--- config.mk ---
export PLATFORM = sky130hd
export DESIGN_NAME = hss_band_cell
export DESIGN_NICKNAME = d
export VERILOG_FILES = /design/src/hw/rtl/hue_selective_saturation_core_defines.svh /design/src/hw/rtl/hss_pkg.sv /design/src/hw/rtl/hss_band_cell.sv
export SDC_FILE = /design/constraint.sdc
export NUM_CORES = 1
export LEC_CHECK = 0
export BUFFER_PORTS_ARGS = -buffer_cell sky130_fd_sc_hd__buf_4
export CORE_ASPECT_RATIO = 0.5
export CORE_UTILIZATION = 24
export DETAILED_ROUTE_END_ITERATION = 16
export GPL_TIMING_DRIVEN = 0
export PLACE_DENSITY = 0.49
export RECOVER_POWER = 50
export SYNTH_ARGS = -nofsm -noshare
export SYNTH_HDL_FRONTEND = slang
export SYNTH_SLANG_ARGS = --single-unit
--- constraint.sdc ---
create_clock -name clock -period 20.1 [get_ports clock]
set_input_delay 4.02 -clock clock [delete_from_list [all_inputs] [get_ports clock]]
set_output_delay 4.02 -clock clock [all_outputs]
set_load 0.03 [all_outputs]
--- src/hw/rtl/hue_selective_saturation_core_defines.svh ---
// assertion macros for the core rtl file
`ifndef HUE_SELECTIVE_SATURATION_CORE_DEFINES_SVH
`define HUE_SELECTIVE_SATURATION_CORE_DEFINES_SVH

`ifndef ASSERT_OFF
// checked while out of reset
`define HSS_ASSERT(label, clk, rst, prop, msg) \
   label: assert property (@(posedge clk) disable iff (rst) prop) else $error(msg);
// checked on every edge, reset included
`define HSS_ASSERT_ALWAYS(label, clk, prop, msg) \
   label: assert property (@(posedge clk) prop) else $error(msg);
`else
`define HSS_ASSERT(label, clk, rst, prop, msg)
`define HSS_ASSERT_ALWAYS(label, clk, prop, msg)
`endif

`endif

--- src/hw/rtl/hss_pkg.sv ---
`timescale 1ns / 1ps

package hss_pkg;

   typedef struct packed {
      logic [7:0] red_in;
      logic [7:0] green_in;
      logic [7:0] blue_in;
      logic [2:0] field_index;
   } req_type;

   typedef struct packed {
      logic [7:0] red_out;
      logic [7:0] green_out;
      logic [7:0] blue_out;
   } rsp_type;

   // color plus bypass flag, carried alongside the datapath
   typedef struct packed {
      req_type pix;
      logic    pass;
   } side_type;

   typedef enum logic [2:0] {
      CSR_BAND_STARTS,
      CSR_BAND_ENDS,
      CSR_BAND_SCALES,
      CSR_FIELD_SATS,
      CSR_HUE_SCALED,
      CSR_FIELD_ENABLES
   } csr_index_type;

   localparam int CSR_DATA_W = 60;
   localparam int BANDS_W    = 56;
   localparam int FIELDS_W   = 5;
   localparam int GAIN_W     = 12;

   localparam logic [BANDS_W-1:0]    SCALES_RESET = 56'h40404040404040;
   localparam logic [CSR_DATA_W-1:0] SATS_RESET   = 60'h100100100100100;
   localparam logic [FIELDS_W-1:0]   HUE_SCALED_RESET = 5'd5;
   localparam logic [FIELDS_W-1:0]   ENABLES_RESET    = 5'd31;

   localparam int ONE_Q8     = 256;
   localparam int ONE_Q12    = 4096;
   localparam int HUE_CIRCLE = 65280;
   localparam int GAIN_MAX   = 4095;
   localparam int LUMA_R     = 1225;
   localparam int LUMA_G     = 2404;
   localparam int LUMA_B     = 467;
   localparam int HALF_Q12   = 2048;
   localparam int HALF_Q20   = 524288;
   localparam int WEIGHT_MAX = 16320;

   // divider geometries
   localparam int HUE_NUM_W = 27;
   localparam int HUE_DEN_W = 11;
   localparam int HUE_QUO_W = 16;
   localparam int W_NUM_W   = 28;
   localparam int W_DEN_W   = 16;
   localparam int W_QUO_W   = 13;
   localparam int HW_QUO_W  = 14;

   function automatic logic [7:0] band_byte(input logic [BANDS_W-1:0] bytes,
                                            input logic [2:0] idx);
      logic [63:0] ext;
      ext = {8'd0, bytes};
      return ext[{idx, 3'b000} +: 8];
   endfunction

   function automatic logic [GAIN_W-1:0] field_gain(input logic [CSR_DATA_W-1:0] sats,
                                                    input logic [2:0] idx);
      logic [63:0] ext;
      logic [5:0]  pos;
      ext = {4'd0, sats};
      pos = 6'(idx) * 6'd12;
      if (idx > 3'd4) begin
         return '0;
      end
      return ext[pos +: GAIN_W];
   endfunction

   function automatic logic field_bit(input logic [FIELDS_W-1:0] bits,
                                      input logic [2:0] idx);
      if (idx > 3'd4) begin
         return 1'b0;
      end
      return bits[idx];
   endfunction

   // round q20 to an 8-bit channel with clamping
   function automatic logic [7:0] clamp_q20(input logic signed [34:0] v);
      logic [34:0] t;
      logic [14:0] q;
      t = 35'(v) + 35'(HALF_Q20);
      q = t[34:20];
      if (v < 0) begin
         return 8'd0;
      end
      if (q > 15'd255) begin
         return 8'd255;
      end
      return q[7:0];
   endfunction

endpackage

--- src/hw/rtl/hss_band_cell.sv ---
`timescale 1ns / 1ps

// triangular window setup for one hue band: dividend and divisor of its weight
module hss_band_cell (
   input  logic                             clock,
   input  logic                             en,
   input  logic [15:0]                      hue,
   input  logic [7:0]                       band_start,
   input  logic [7:0]                       band_end,
   output logic [hss_pkg::W_NUM_W-1:0]      num_ff,
   output logic [hss_pkg::W_DEN_W-1:0]      den_ff
);
   import hss_pkg::*;

   logic                full;
   logic [7:0]          st;
   logic [8:0]          wrap;
   logic [7:0]          span;
   logic [15:0]         big_s;
   logic [16:0]         diff;
   logic [15:0]         ofs;
   logic                skip;
   logic [16:0]         two;
   logic [16:0]         ofs_dist;
   logic [15:0]         height;
   logic [W_NUM_W-1:0]  num_in;
   logic [W_DEN_W-1:0]  den_in;

   always_comb begin
      full = (band_start == 8'd0 && band_end == 8'hFF) ||
             (band_start == 8'hFF && band_end == 8'd0);
      st   = (band_start == 8'hFF) ? 8'd0 : band_start;
      wrap = {1'b0, band_end} + 9'd255 - {1'b0, band_start};
      if (wrap >= 9'd510) begin
         span = 8'd0;
      end else if (wrap >= 9'd255) begin
         span = 8'(wrap - 9'd255);
      end else begin
         span = wrap[7:0];
      end
      big_s = {span, 8'd0};
      // offset from the band start around the circle
      diff = {1'b0, hue} - {1'b0, st, 8'd0};
      ofs  = diff[16] ? 16'(diff + 17'(HUE_CIRCLE)) : diff[15:0];
      skip = (span == 8'd0) || (ofs > big_s);
      two  = {ofs, 1'b0};
      ofs_dist = (two >= {1'b0, big_s}) ? (two - {1'b0, big_s}) : ({1'b0, big_s} - two);
      height = big_s - ofs_dist[15:0];
      if (full) begin
         num_in = W_NUM_W'(ONE_Q12);
         den_in = W_DEN_W'(1);
      end else if (skip) begin
         num_in = '0;
         den_in = W_DEN_W'(1);
      end else begin
         num_in = {height, 12'd0};
         den_in = big_s;
      end
   end

   always_ff @(posedge clock) begin
      if (en) begin
         num_ff <= num_in;
         den_ff <= den_in;
      end
   end

endmodule

# Yosys cells after proc, flatten, opt, wreduce, memory -nomap -nowiden
# Index checks and enable logic that the tools add are counted.
[classes] bitwise_logic=0 n_addsub=8 div_mod_pow=0 eq_ne=2 magnitude_cmp=4 mux=7 reduce_logical=8 multipliers=0 shifts=0
[op_table] cell="16-bit subtractor" n=3
[op_table] cell="16-bit 2-to-1 mux" n=2
[op_table] cell="8-bit logical NOT" n=3
[op_table] cell="8-bit 2-to-1 mux" n=3
[op_table] cell="17-bit by 16-bit greater-or-equal comparator with 1-bit output" n=1
[op_table] cell="16-bit by 16-bit subtractor with 17-bit output" n=1
[op_table] cell="16-bit adder, second input constant" n=1
[op_table] cell="8-bit equality test, second input constant" n=2
[op_table] cell="16-bit > comparator" n=1
[op_table] cell="13-bit 2-to-1 mux" n=1
[op_table] cell="8-bit by 8-bit adder with 9-bit output, second input constant" n=1
[op_table] cell="9-bit by 8-bit greater-or-equal comparator with 1-bit output, second input constant" n=1
[op_table] cell="9-bit greater-or-equal comparator, second input constant" n=1
[op_table] cell="9-bit by 8-bit subtractor with 9-bit output" n=1
[op_table] cell="8-bit subtractor, second input constant" n=1
[op_table] cell="1-bit logical AND" n=2
[op_table] cell="1-bit logical OR" n=2
[op_table] cell="2-bit OR reduction" n=1
[op_table] cell="1-bit 2-to-1 mux" n=1
[totals] wordCells=33 mem_count=0 mem_bits_rw=0 romBits=0 latchBits=0 out_inout_bits=44 reg_bits=44

# Depth between registers and ports, before layout
[logic_depth] depth_word=9 ltp_mapped=34 depth_no_buf=30

# Least setup slack after synthesis
# No wires, ideal clock.
[synth_path] kind="input -> register" from="input band_start[1]" to="register num_ff[27] (netlist name), data pin" required_time_ns=19.838 setup_time_ns=0.262 path_stages=33 path_slack_ns=9.632 n_path_buf=4 arrival_time_ns=10.206 cell_sequence="inv_1 > or4_1 > clkbuf_1 > and2_1 > ha_1 > fa_1 > nand2b_1 > a21oi_1 > o22a_2 > and4bb_1 > xnor2_1 > inv_1 > ha_1 > nand3_1 > a21oi_1 > o31a_1 > or3_1 > or4b_1 > o2111ai_2 > buf_6 > buf_6 > buf_4 > nand2_1 > o21ai_0 > ha_1 > a21o_1 > a21oi_1 > o21bai_1 > a21oi_1 > o21bai_1 > a21o_1 > a41oi_1 > mux2_1"
[synth_via] elab_chain_len=8
[synth_rtl] item="start, declared" line_no="hss_band_cell.sv:8" text="input logic [7:0] band_start,"
[synth_rtl] item="8-bit equality test" line_no="hss_band_cell.sv:31, hss_band_cell.sv:32"
[synth_rtl] item="8-bit 2-to-1 mux" line_no="hss_band_cell.sv:32" text="st = (band_start == 8'hFF) ? 8'd0 : band_start;"
[synth_rtl] item="16-bit by 16-bit subtractor with 17-bit output" line_no="hss_band_cell.sv:43" text="diff = {1'b0, hue} - {1'b0, st, 8'd0};"
[synth_rtl] item="16-bit adder" line_no="hss_band_cell.sv:44" text="ofs = diff[16] ? 16'(diff + 17'(HUE_CIRCLE)) : diff[15:0];"
[synth_rtl] item="16-bit 2-to-1 mux" line_no="hss_band_cell.sv:44"
[synth_rtl] item="16-bit subtractor, or another cell as far along" line_no="hss_band_cell.sv:47" text="ofs_dist = (two >= {1'b0, big_s}) ? (two - {1'b0, big_s}) : ({1'b0, big_s} - two);"
[synth_rtl] item="16-bit 2-to-1 mux or 1-bit logical OR (tied branches)" line_no="hss_band_cell.sv:47, hss_band_cell.sv:45"
[synth_rtl] item="16-bit subtractor or 2-bit OR reduction (tied branches)"
[synth_rtl] item="end signal, assigned" line_no="hss_band_cell.sv:63" text="num_ff <= num_in;"
[synth_rtl] item="end, declared" line_no="hss_band_cell.sv:10" text="output logic [hss_pkg::W_NUM_W-1:0] num_ff,"
# Parallel ways exist; a longest one is shown, timed or not.
# A chain may end at the register's enable or synchronous reset.

# Worst setup path after layout
# Same ends and word-level chain as after synthesis.

==> metrics.md <==
| Metric | Value |
|---|---|
| Vias in the first global route | `3,419` |
| Clock Tree Buf Depth | `2` |
| Hold WS | `4190 ps` |
| Yosys cell types | `66` |
| Postcts setup bufs | `0` |
| Sequential share of power | `roughly 17%` |
| Number of synthesized flops with an enable pin | `25` |
| Status | `finished, final reports clean` |
| Area leader, netlist | `edfxtp_1` |
| Core Box Area | `15,800 um2` |
| YS warnings | `0` |
| Initial Utilization | `25.1%` |
| Global Route Usage Sum | `12.3%` |
| Die area | `17,100 um2` |
| # DRC | `0` |
| Global-route congestion overflow total | `0` |
| Seq/Total Area, Yosys | `about a fifth` |
| Commonest non-fill, non-tap cells in the layout | `buf_4, nor2_1, inv_1` |
| Post-DR wirelength/cell | `13.2 um` |
| # setup viols final | `0` |
| Clock network power share | `7.7%` |
| Worst path most repeated cell | `a21oi_1` |
| RSZ-0062 raised after global routing | `no` |
| Routability Congestion | `0.885` |
| Internal | `289 uW` |
| Vias | `3,696` |
| Final period utilization | `56.7%` |
| Most common cell after layout, fill and taps aside | `buf_4` |
| Post-synth top flop | `edfxtp_1` |
| Post-synthesis register bit count | `25` |
| Psw | `276 uW` |
| Cells after Synth | `~490` |
| Die width | `184 um` |
| Root buffer cell | `clkbuf_16` |
| Crit-path max FO | `10` |
| Worst Path Class, Setup | `input port to flop` |
| Largest net degree at the start of global routing | `26` |
| Final min period | `11,400 ps` |
| Share of the synthesized area in the top cell type | `18.9%` |
| First-pass iteration count of the detailed router | `5` |
| Power Dens Cells | `119 nW/um2` |
| Fraction of registers with async set/reset | `0%` |
| DP HPWL | `8750 um` |
| PortBufs | `55` |
| Post-Syn Area | `3970 um2` |
| Measured slew at the worst slew-check pin | `1360 ps` |
| Number of DRC markers in iteration 0 | `189` |
| Synth area leaders | `edfxtp_1, ha_1, xnor2_1, nor2_1, inv_1` |
| CP Data Arrival Time | `11,410 ps` |
| Required time of the critical path | `approximately 20,000 ps` |
| Critical Path Source Type | `input port` |
| Crit-path slowest cell | `or4_1` |
| Max Cap Viol | `0` |
| I/O pins | `just under 80` |
| Antenna viol nets, final | `0` |
| Ant. Diodes | `0` |
| Synth-to-Final Area Change | `19.8%` |
| CTS tree | `yes` |
| Leakage power | `0.00212 uW` |
| Hold_buf cts | `0` |
| Clock transition at the registers of the reported paths | `about 60 ps` |
| Num CTS Buffers | `3` |
| Via density | `about 4.7` |
| Die height | `92.9 um` |
| Cts repair resizes | `0` |
| Slowest stage delay, CP | `500 ps` |
| Synth Area per Inst | `a little over 8 um2` |
| Initial antenna violation count | `0` |
| Layout cells sized above 1 | `between 10% and 20%` |
| Sw Ratio | `48.9%` |
| Nets@finish | `651` |
| Core Util, Final | `a little under a third` |
| Slew Viols, Final | `0` |
| VDD IR-drop max | `0.0000502 V` |
| Hold WC Path Type | `input port to flop` |
| TNS Setup | `0 ps` |
| Clk sink count | `25` |
| CP Capture Type | `flop` |
| Rows | `32` |
| Slew HR | `9.56%` |
| WL final | `slightly above 10,000 um` |
| Comb pwr share | `between 70% and 80%` |
| Hold Violations, Final | `0` |
| Fmax | `87.7 MHz` |
| H-tree depth | `1` |
| Global-route wire length before repair | `17,000 um` |
-- sequential cells by signal, indices dropped and copies added, names as in the netlist --
name / count
den_ff: 9
num_ff: 16
-- power by group through the flow --
stage | registers, uW | logic, uW | clock network [uW]
after CTS | 97.7 | 432 | 45.1
after floorplan | 138 | 283 | 0
final | 96.9 | 424 | 43.6
after global routing | 99.5 | 477 | 46.6
after detailed placement | 98.8 | 429 | 0
after global placement | 98.8 | 428 | 0
-- metrics by stage --
step                      area [um2]  setup slack (ps)  std cells  total power, uW
after floorplan                 4030              9630        506              421
after global placement          4720              8500        782              527
after detailed placement        4720              8520        782              528
after CTS                       4800              8730        786              575
after global routing            4750              8130        786              623
final                           4750              8700        786              564
-- critical path, delay by kind of cell --
kind                     cells  cell delay, ps
AO/OA/AOI/OAI               11            2070
XOR/XNOR                     2             380
multiplexers                 2             570
buffers and inverters        7            1040
AND/OR/NAND/NOR              7            1980
adder cells (fa/ha/maj)      4            1310
-- Yosys cell counts, drive strengths merged (4+ instances only) --
| cell type | n |
|---|---|
| ha | 48 |
| a31oi | 4 |
| nand2 | 19 |
| nand4 | 10 |
| o221ai | 4 |
| a21o | 5 |
| inv | 50 |
| mux2i | 10 |
| mux2 | 5 |
| or3 | 8 |
| clkbuf | 6 |
| edfxtp | 25 |
| o2111ai | 4 |
| xor2 | 9 |
| nor3 | 13 |
| nor4 | 8 |
| xnor2 | 28 |
| and3 | 8 |
| o21ai | 23 |
| nor2b | 7 |
| o21a | 6 |
| nor2 | 53 |
| o21bai | 4 |
| and2 | 8 |
| a21oi | 26 |
| nand3 | 14 |
| nand2b | 8 |
| buf | 28 |
-- path summary, 6_finish.rpt --
check	start	to	slack [ps]	cells after the start
min	hue[0]	num_ff[13]	4190	3
max	band_start[1]	num_ff[27]	8700	33
-- cells by family (layout without fill, tap and decap cells) --
group / count (synthesis) / count (layout) / share of synthesized area (%)
flip-flops: 25 / 25 / 18.9
buffers and inverters: 84 / 143 / 10.6
AND/OR/NAND/NOR: 171 / 171 / 23.3
AO/OA/AOI/OAI: 104 / 104 / 18.3
other: 1 / 19 / 0.0945
XOR/XNOR: 37 / 37 / 8.17
multiplexers: 15 / 15 / 3.94
adder cells (fa/ha/maj): 51 / 51 / 16.7
-- layout make-up --
class                           instances  area [um2]
Sequential cell                        25         751
Buffer                                 34         231
Timing Repair Buffer                   55         364
Inverter                               50         188
Clock buffer                            4        78.8
Fill cell                            1778       11000
Multi-Input combinational cell        397        2860
Tap cell                              221         277
-- per-layer routing --
layer	track usage (%)	up-vias	wire, um
li1	-	1872	-
met1	18.4	1701	5680
met2	19.0	123	4110
met3	1.85	0	582
met4	0.556	0	0
met5	0	-	0
No activity file was read; power rests on OpenSTA's default activity.
